$ cat config.mk
export PLATFORM = sky130hd
export DESIGN_NAME = three_axis_window_average
export DESIGN_NICKNAME = d
export VERILOG_FILES = /design/src/rtl/twa_pkg.sv /design/src/rtl/three_axis_window_average.sv /design/src/rtl/twa_axis.sv
export SDC_FILE = /design/constraint.sdc
export NUM_CORES = 2
export LEC_CHECK = 0
export ABC_AREA = 1
export BUFFER_PORTS_ARGS = -buffer_cell sky130_fd_sc_hd__buf_2
export CAP_MARGIN = 10
export CORE_MARGIN = 10
export CORE_UTILIZATION = 51
export DETAILED_ROUTE_END_ITERATION = 7
export PLACE_DENSITY_LB_ADDON = 0.12
export RECOVER_POWER = 25
export SLEW_MARGIN = 40
export SYNTH_ARGS = -nofsm -noshare
export SYNTH_HDL_FRONTEND = slang
export SYNTH_SLANG_ARGS = --single-unit
$ cat constraint.sdc
create_clock -name clk_i -period 19.05 [get_ports clk_i]
set_input_delay 0.9525 -clock clk_i [delete_from_list [all_inputs] [get_ports clk_i]]
set_output_delay 0.9525 -clock clk_i [all_outputs]
set_load 0.005 [all_outputs]
$ cat src/rtl/twa_pkg.sv
`default_nettype none

package twa_pkg;

  localparam int unsigned SAMPLE_W = 16;

  // Divide by ten as multiply by ceil(2^23 / 10) and shift by 23.
  // Exact for magnitudes below 2^22.
  localparam int unsigned RECIP_M     = 838861;
  localparam int unsigned RECIP_W     = 20;
  localparam int unsigned RECIP_SHIFT = 23;

  localparam int unsigned POS_LIMIT = 32767;
  localparam int unsigned NEG_LIMIT = 32768;

  typedef struct packed {
    logic load;
    logic advance;
    logic emit;
  } twa_ctrl_t;

endpackage

`default_nettype wire

$ cat src/rtl/three_axis_window_average.sv
// Sliding-window averager for one three-axis sensor stream.
// Input channel: in_valid_i / in_stall_o with sample_x_i, sample_y_i,
// sample_z_i (signed 16 bit). A request is taken at a rising edge with
// in_valid_i high and in_stall_o low.
// Output channel: out_valid_o / out_stall_i with avg_x_o, avg_y_o, avg_z_o.
// Each request gives one result: per axis, the sum of the last WINDOW_LEN
// samples (the new one included) divided by ten, truncated toward zero,
// saturated to 16 bits.
// Three register stages: input, window sum, result. A request passes
// through them in that order.
// Throughput is one request per cycle while out_stall_i is low; the per-axis running sum
// needs one add and one subtract per request and the divide is one constant multiply.
// Each stage moves on when the next one is empty or moving, so a stalled
// result holds in the output register while two more requests are taken.
// Reset clears the windows to zero and empties all stages.
`default_nettype none

module three_axis_window_average #(
  parameter int WINDOW_LEN = 8
) (
  input  wire logic               clk_i,
  input  wire logic               rst_ni,
  input  wire logic               in_valid_i,
  output logic                    in_stall_o,
  input  wire logic signed [15:0] sample_x_i,
  input  wire logic signed [15:0] sample_y_i,
  input  wire logic signed [15:0] sample_z_i,
  output logic                    out_valid_o,
  input  wire logic               out_stall_i,
  output logic signed [15:0]      avg_x_o,
  output logic signed [15:0]      avg_y_o,
  output logic signed [15:0]      avg_z_o
);
  import twa_pkg::*;

  logic      s1_vld_q, s1_vld_d;
  logic      s2_vld_q, s2_vld_d;
  logic      out_vld_q, out_vld_d;
  logic      en2, en3;
  logic      accept, out_fire;
  twa_ctrl_t ctrl;

  assign en3      = !out_vld_q || !out_stall_i;
  assign en2      = !s2_vld_q || en3;
  assign in_stall_o = s1_vld_q && !en2;
  assign accept   = in_valid_i && !in_stall_o;
  assign out_fire = out_vld_q && !out_stall_i;

  assign ctrl.load    = accept;
  assign ctrl.advance = s1_vld_q && en2;
  assign ctrl.emit    = s2_vld_q && en3;

  always_comb begin
    s1_vld_d  = accept ? 1'b1 : (ctrl.advance ? 1'b0 : s1_vld_q);
    s2_vld_d  = ctrl.advance ? 1'b1 : (ctrl.emit ? 1'b0 : s2_vld_q);
    out_vld_d = ctrl.emit ? 1'b1 : (out_fire ? 1'b0 : out_vld_q);
  end

  always_ff @(posedge clk_i or negedge rst_ni) begin
    if (!rst_ni) begin
      s1_vld_q  <= 1'b0;
      s2_vld_q  <= 1'b0;
      out_vld_q <= 1'b0;
    end else begin
      s1_vld_q  <= s1_vld_d;
      s2_vld_q  <= s2_vld_d;
      out_vld_q <= out_vld_d;
    end
  end

  assign out_valid_o = out_vld_q;

  twa_axis #(.WINDOW_LEN(WINDOW_LEN)) u_axis_x (
    .clk_i    (clk_i),
    .rst_ni   (rst_ni),
    .ctrl_i   (ctrl),
    .sample_i (sample_x_i),
    .avg_o    (avg_x_o)
  );

  twa_axis #(.WINDOW_LEN(WINDOW_LEN)) u_axis_y (
    .clk_i    (clk_i),
    .rst_ni   (rst_ni),
    .ctrl_i   (ctrl),
    .sample_i (sample_y_i),
    .avg_o    (avg_y_o)
  );

  twa_axis #(.WINDOW_LEN(WINDOW_LEN)) u_axis_z (
    .clk_i    (clk_i),
    .rst_ni   (rst_ni),
    .ctrl_i   (ctrl),
    .sample_i (sample_z_i),
    .avg_o    (avg_z_o)
  );

  a_take_fills_s1: assert property (@(posedge clk_i) disable iff (!rst_ni)
    accept |=> s1_vld_q)
    else $error("accepted request not held in input stage");

  a_drain_unblocks: assert property (@(posedge clk_i) disable iff (!rst_ni)
    (!out_vld_q || !out_stall_i) |-> !in_stall_o)
    else $error("input stalled while output drains");

  a_full_blocks: assert property (@(posedge clk_i) disable iff (!rst_ni)
    (s1_vld_q && s2_vld_q && out_vld_q && out_stall_i) |-> in_stall_o)
    else $error("input taken with all stages full");

  a_advance_fills_s2: assert property (@(posedge clk_i) disable iff (!rst_ni)
    ctrl.advance |=> s2_vld_q)
    else $error("sum stage lost a request");

endmodule

`default_nettype wire

$ cat src/rtl/twa_axis.sv
`default_nettype none

module twa_axis #(
  parameter int WINDOW_LEN = 8
) (
  input  wire logic                   clk_i,
  input  wire logic                   rst_ni,
  input  twa_pkg::twa_ctrl_t          ctrl_i,
  input  wire logic signed [15:0]     sample_i,
  output logic signed [15:0]          avg_o
);
  import twa_pkg::*;

  localparam int HIST_LEN = WINDOW_LEN - 1;
  localparam int SUM_W    = SAMPLE_W + 1 + $clog2(WINDOW_LEN);
  localparam int ABS_W    = SUM_W - 1;
  localparam int PROD_W   = ABS_W + RECIP_W;
  localparam int QW       = PROD_W - RECIP_SHIFT;
  localparam int QX       = (QW > SAMPLE_W + 1) ? QW : SAMPLE_W + 1;

  logic signed [SAMPLE_W-1:0] samp_q;
  logic signed [SAMPLE_W-1:0] hist_q [HIST_LEN];
  logic signed [SUM_W-1:0]    run_q, run_d;
  logic signed [SUM_W-1:0]    win_sum;
  logic                       neg_q;
  logic        [ABS_W-1:0]    mag_q, mag_d;
  logic        [PROD_W-1:0]   prod;
  logic        [QX-1:0]       qx;
  logic        [SAMPLE_W-1:0] sat_mag;
  logic        [SAMPLE_W-1:0] avg_q, avg_d;

  always_ff @(posedge clk_i) begin
    if (ctrl_i.load) begin
      samp_q <= sample_i;
    end
  end

  // Running sum of the history; the window is the history plus the new sample.
  assign win_sum = run_q + SUM_W'(samp_q);
  assign run_d   = win_sum - SUM_W'(hist_q[0]);
  assign mag_d   = win_sum[SUM_W-1] ? ABS_W'(-win_sum) : ABS_W'(win_sum);

  always_ff @(posedge clk_i or negedge rst_ni) begin
    if (!rst_ni) begin
      run_q <= '0;
      for (int k = 0; k < HIST_LEN; k++) begin
        hist_q[k] <= '0;
      end
    end else if (ctrl_i.advance) begin
      run_q <= run_d;
      for (int k = 0; k < HIST_LEN - 1; k++) begin
        hist_q[k] <= hist_q[k+1];
      end
      hist_q[HIST_LEN-1] <= samp_q;
    end
  end

  always_ff @(posedge clk_i) begin
    if (ctrl_i.advance) begin
      neg_q <= win_sum[SUM_W-1];
      mag_q <= mag_d;
    end
  end

  assign prod = PROD_W'(mag_q) * PROD_W'(RECIP_M);
  assign qx   = QX'(prod[PROD_W-1:RECIP_SHIFT]);

  always_comb begin
    if (neg_q) begin
      sat_mag = (qx > QX'(NEG_LIMIT)) ? SAMPLE_W'(NEG_LIMIT) : qx[SAMPLE_W-1:0];
      avg_d   = -sat_mag;
    end else begin
      sat_mag = (qx > QX'(POS_LIMIT)) ? SAMPLE_W'(POS_LIMIT) : qx[SAMPLE_W-1:0];
      avg_d   = sat_mag;
    end
  end

  always_ff @(posedge clk_i) begin
    if (ctrl_i.emit) begin
      avg_q <= avg_d;
    end
  end

  assign avg_o = $signed(avg_q);

endmodule

`default_nettype wire
Word level (Yosys, flattened, before mapping)
Index checks and enable logic that the tools add are counted.
{ "word_totals": {"ff_bits": 555, "inputBits": 52} }
{ "classes": {"addsub": 12, "mul": 3, "order_cmp": 6, "muxes": 18, "n_reduce_logical": 15} }
{ "ops": {"columns": ["operator", "n"], "rows": [
  ["16-bit two-way mux", 9],
  ["19-bit by 20-bit multiplier with 39-bit output, second input constant", 3],
  ["20-bit by 16-bit adder with 20-bit output", 3],
  ["20-bit by 16-bit subtractor with 20-bit output", 3],
  ["19-bit two-way mux", 3],
  ["19-bit negation", 3],
  ["16-bit by 15-bit greater-than comparator with 1-bit output, second input constant", 3],
  ["16-bit greater-than comparator, second input constant", 3],
  ["16-bit negation", 3],
  ["1-bit two-way mux", 6],
  ["2-bit nonzero test", 3],
  ["1-bit logical AND", 5],
  ["1-bit zero test", 5],
  ["1-bit logical OR", 2]
]} }

Logic depth before layout (Yosys ltp)
{ "logic_depth": {"depth_word": 8, "depth_mapped": 40} }

Hierarchy
A second synthesis with hierarchy kept.
{ "hier_totals": {"hier_cells": 5695, "hier_area_um2": 46584.7} }
{ "by_module_without_submodules": {"columns": ["module", "instances", "cells_per_inst", "area_each_um2", "seq_area_each_um2"], "rows": [
  ["twa_axis (u_axis_y)", 1, 1912, 15521.1, 4864.7],
  ["twa_axis (u_axis_z)", 1, 1895, 15474.8, 4864.7],
  ["twa_axis (u_axis_x)", 1, 1872, 15453.6, 4864.7],
  ["three_axis_window_average", 1, 16, 135.1, 75.1]
]} }

Worst setup path after synthesis
OpenSTA, ideal clock, no wires.
{ "synth_path": {"kind": "register -> register", "startpoint": "register u_axis_y.mag_q[8]", "endpoint": "register u_axis_y.avg_q[14] (netlist: u_axis_y.avg_o[14]) (data pin)", "setup_ns": 0.253, "arrival_ns": 5.999, "required_time_ns": 18.797, "slack_ns": 12.798, "path_stages_with_launch": 38, "cell_sequence": "edfxtp_1 -> inv_1 -> ha_1 -> fa_1 -> inv_1 -> fa_1 -> inv_1 -> fa_1 -> inv_1 -> fa_1 -> inv_1 -> fa_1 -> inv_1 -> ha_1 -> nand2_1 -> nor2_1 -> inv_1 -> nor2_2 -> [... 2 more ...] -> nand2_1 -> nand2_1 -> nand2_1 -> nand2_1 -> nand2_2 -> nand2_1 -> nor2_2 -> nand3_2 -> nand2_4 -> buf_6 -> nand2_1 -> ha_1 -> nand2_2 -> nor2_1 -> nand3_1 -> nand2_1 -> nand2_1 -> nand2_1"} }
{ "synth_via": {"elab_chain_cells": 5} }
{ "synth_lines": {"columns": ["item", "line", "source"], "rows": [
  ["start, declared", "twa_axis.sv:26", "logic [ABS_W-1:0] mag_q, mag_d;"],
  ["start signal, assigned", "twa_axis.sv:61", "mag_q <= mag_d;"],
  ["19-bit by 20-bit multiplier with 39-bit output (*)", "twa_axis.sv:65", "assign prod = PROD_W'(mag_q) * PROD_W'(RECIP_M);"],
  ["16-bit greater-than comparator", "twa_axis.sv:70", "sat_mag = (qx > QX'(NEG_LIMIT)) ? SAMPLE_W'(NEG_LIMIT) : qx[SAMPLE_W-1:0];"],
  ["16-bit two-way mux", "twa_axis.sv:70", null],
  ["16-bit negation", "twa_axis.sv:71", "avg_d = -sat_mag;"],
  ["16-bit two-way mux (*)", "twa_axis.sv:69", "if (neg_q) begin"],
  ["named net u_axis_y.avg_d[14]", "twa_axis.sv:30", "logic [SAMPLE_W-1:0] avg_q, avg_d;"],
  ["end signal, assigned", "twa_axis.sv:80", "avg_q <= avg_d;"],
  ["end, declared", "twa_axis.sv:30", null]
]} }
Mark *: on every way through the listed nets, which the timed path passes. The rest lies on a longest branch.
A chain may end at the register's enable or synchronous reset.

==> results.txt <==
htree depth -> 2
pin count of the biggest net entering global routing -> 239
Die Wd -> 322.7 um
Synth Area per Inst -> 8.066 sq um
Slew headroom -> -225.0%
Detail Placement HPWL -> 84,910 um
crit path time final -> 7.666 ns
Max Buffers Root-to-Sink -> 3
Post-layout nets -> 6,757
failing checks -> capacitance limit, slew limit
Post-synth ARST share -> 71.89%
Clock Latency Late Sink -> 0.67 ns
CP required -> 19.78 ns
Buffers on Ports -> 101
Max Cap Viol -> 4
reg2reg start -> u_axis_x.mag_q[4]
Top Ports -> 102
Fmax achieved -> 130.4 MHz
DR vias -> 35,020
setup repair bufs after CTS -> 0
vias in the first global route -> 35,060
CTS tree -> yes
DRT iter0 DRCs -> 2,345
Die H -> 322.7 um
vias per inst -> 4.936
final core occ -> 55.83%
Syn Nets -> 6,683
DR WL/cell -> 14.84 um
Gate Count Post-Synth -> 5,794
metal2 WL -> 45,480 um
Starting Density -> 51.68%
initial antenna violation count -> 0
most common cell after layout, fill and taps aside -> nand2_1
total global routing track utilization -> 20.54%
status -> finished with violations
filler cell count -> 8,576
post-synthesis register bit count -> 555
routability cong. -> 0.9403
Post-Syn Area -> 0.04673 sq mm
wirelength, routed -> 105,300 um
Place WS -> 11.97 ns
period utilisation layout -> 40.24%
die area -> 0.1041 sq mm
final hold viol count -> 0
drt drc -> 0
Arr. time, crit path -> 8.39 ns
# rows -> 110
Layout area overhead -> 8.024%
Final setup viols -> 0
cell at the root of the clock tree -> clkbuf_16
fraction of layout cells with a size suffix above 1 -> 4.528%
min-delay src -> sample_y_i[12]
WS Path Type -> input port to asynchronous set/reset pin
wl on met1 -> 53,650 um
final setup margin -> 11.38 ns
CTS Buf Count -> 61
Synth cell types -> 55
Detail Route Antenna Nets -> 0
Min-Delay Path Class -> input port to register
CP Launch Type -> input port
met3 wire len -> 3940 um
post-route setup TNS -> 0 ns
max layer used -> met4
Post-synth top flop -> dfrtp_1
Slew @ Worst Pin -> 4.874 ns
clk sinks -> 555
crit end category -> asynchronous set/reset pin
Antenna diodes -> 0
most frequent cells in the layout -> nand2_1 (1,444), inv_1 (1,312), ha_1 (534), o21ai_0 (487), dfrtp_1 (399)
CORE AREA -> 0.09042 sq mm
grt total ovfl -> 0
synth warn -> 0
Max Slew Vio Count -> 314
CP max FO -> 88
TritonRoute pass-1 iters -> 5
hold buffer count at CTS -> 0
clk_skew -> 0.04994 ns
register area share after synthesis -> 31.39%
Critical path origin -> rst_ni
number of synthesized flops with an enable pin -> 156
first-pass GRT wire length -> 176,300 um
RSZ-0062 raised after global routing -> false
Clock transition at path regs -> 0.06 ns
CTS resizes -> 0
logic make-up (layout without fill, tap and decap cells):
kind of cell | count (synthesis) | after routing | share of synthesized area [%]
simple gates | 2017 | 2017 | 17.46
buf+inv | 1423 | 1548 | 11.54
fa+ha+maj | 837 | 837 | 27.28
compound gates | 801 | 801 | 9.280
flops | 555 | 555 | 31.39
xor+xnor | 161 | 161 | 3.058
synthesized netlist by cell type, types with 10 or more instances:
master | number | area [sq um]
nand2_1 | 1445 | 5424
nor2_1 | 249 | 934.7
xnor2_1 | 42 | 367.9
nand4_1 | 23 | 143.9
nand2_2 | 17 | 106.4
nor3_1 | 47 | 235.2
clkbuf_1 | 93 | 349.1
edfxtp_1 | 156 | 4684
ha_1 | 534 | 6681
o21bai_1 | 21 | 157.7
o21ai_0 | 487 | 2437
nand3b_1 | 11 | 82.58
and2_1 | 10 | 62.56
o21ai_1 | 19 | 95.09
xor2_1 | 118 | 1033
fa_1 | 303 | 6066
a21oi_1 | 197 | 986.0
inv_1 | 1313 | 4928
a21o_1 | 12 | 90.09
or2_2 | 11 | 68.82
nand3_1 | 167 | 835.8
o41ai_1 | 13 | 113.9
dfrtp_1 | 399 | 9985
worst paths after layout:
kind | to | slack (ns) | cells after the start
min in group asynchronous | u_axis_x.hist_q[20] | 2.03 | 1
worst min-delay path | u_axis_y.samp_q[12] | 0.45 | 1
worst max register to register | u_axis_x.avg_o[8] | 11.92 | 33
worst min register to register | u_axis_z.hist_q[107] | 0.46 | 2
worst max-delay path | u_axis_y.hist_q[96] | 11.38 | 5
max in group clk_i | u_axis_x.avg_o[8] | 11.92 | 33
layer usage:
| metal | global-route usage, % | up-vias |
|---|---|---|
| met1 | 30.03 | 16230 |
| met4 | 4.518 | 0 |
| met2 | 32.22 | 509 |
| met5 | 0 | - |
| li1 | - | 18150 |
| met3 | 2.705 | 132 |
area by class of cell:
type	instances	area [sq um]	share of cell area, %
Sequential cell	555	14670	29.06
Inverter	1318	4949	9.802
Tap cell	1176	1471	2.915
Clock buffer	95	1785	3.537
Multi-Input combinational cell	3816	26720	52.92
Timing Repair Buffer	116	673.1	1.333
Clock inverter	19	219.0	0.4337
flip-flops by register name, indices dropped and copies added (netlist names), 16 cells and up:
register,flops
u_axis_x.avg_o,16
u_axis_x.hist_q,112
u_axis_x.mag_q,19
u_axis_x.run_q,20
u_axis_x.samp_q,16
u_axis_y.avg_o,16
u_axis_y.hist_q,112
u_axis_y.mag_q,19
u_axis_y.run_q,20
u_axis_y.samp_q,16
u_axis_z.avg_o,16
u_axis_z.hist_q,112
u_axis_z.mag_q,19
u_axis_z.run_q,20
u_axis_z.samp_q,16
worst max-delay path: stages:
cell,delay [ns]
clkbuf_1,3.34
clkbuf_1,2.03
buf_6,0.63
buf_6,0.61
buf_6,0.58
through the flow:
stage	cell area [sq um]	cells	hold WS (ns)
6_report	50480	7095	0.4488
5_1_grt	50480	7095	0.4015
4_1_cts	50460	7094	0.2988
3_3_place_gp	48410	6979	0.4546
2_1_floorplan	46730	5794	0.4422
3_5_place_dp	48450	6980	0.4654
Power is left out: the tool's default activity adds up to more than one toggle a clock period on the data nets, which glitch-free logic cannot reach.
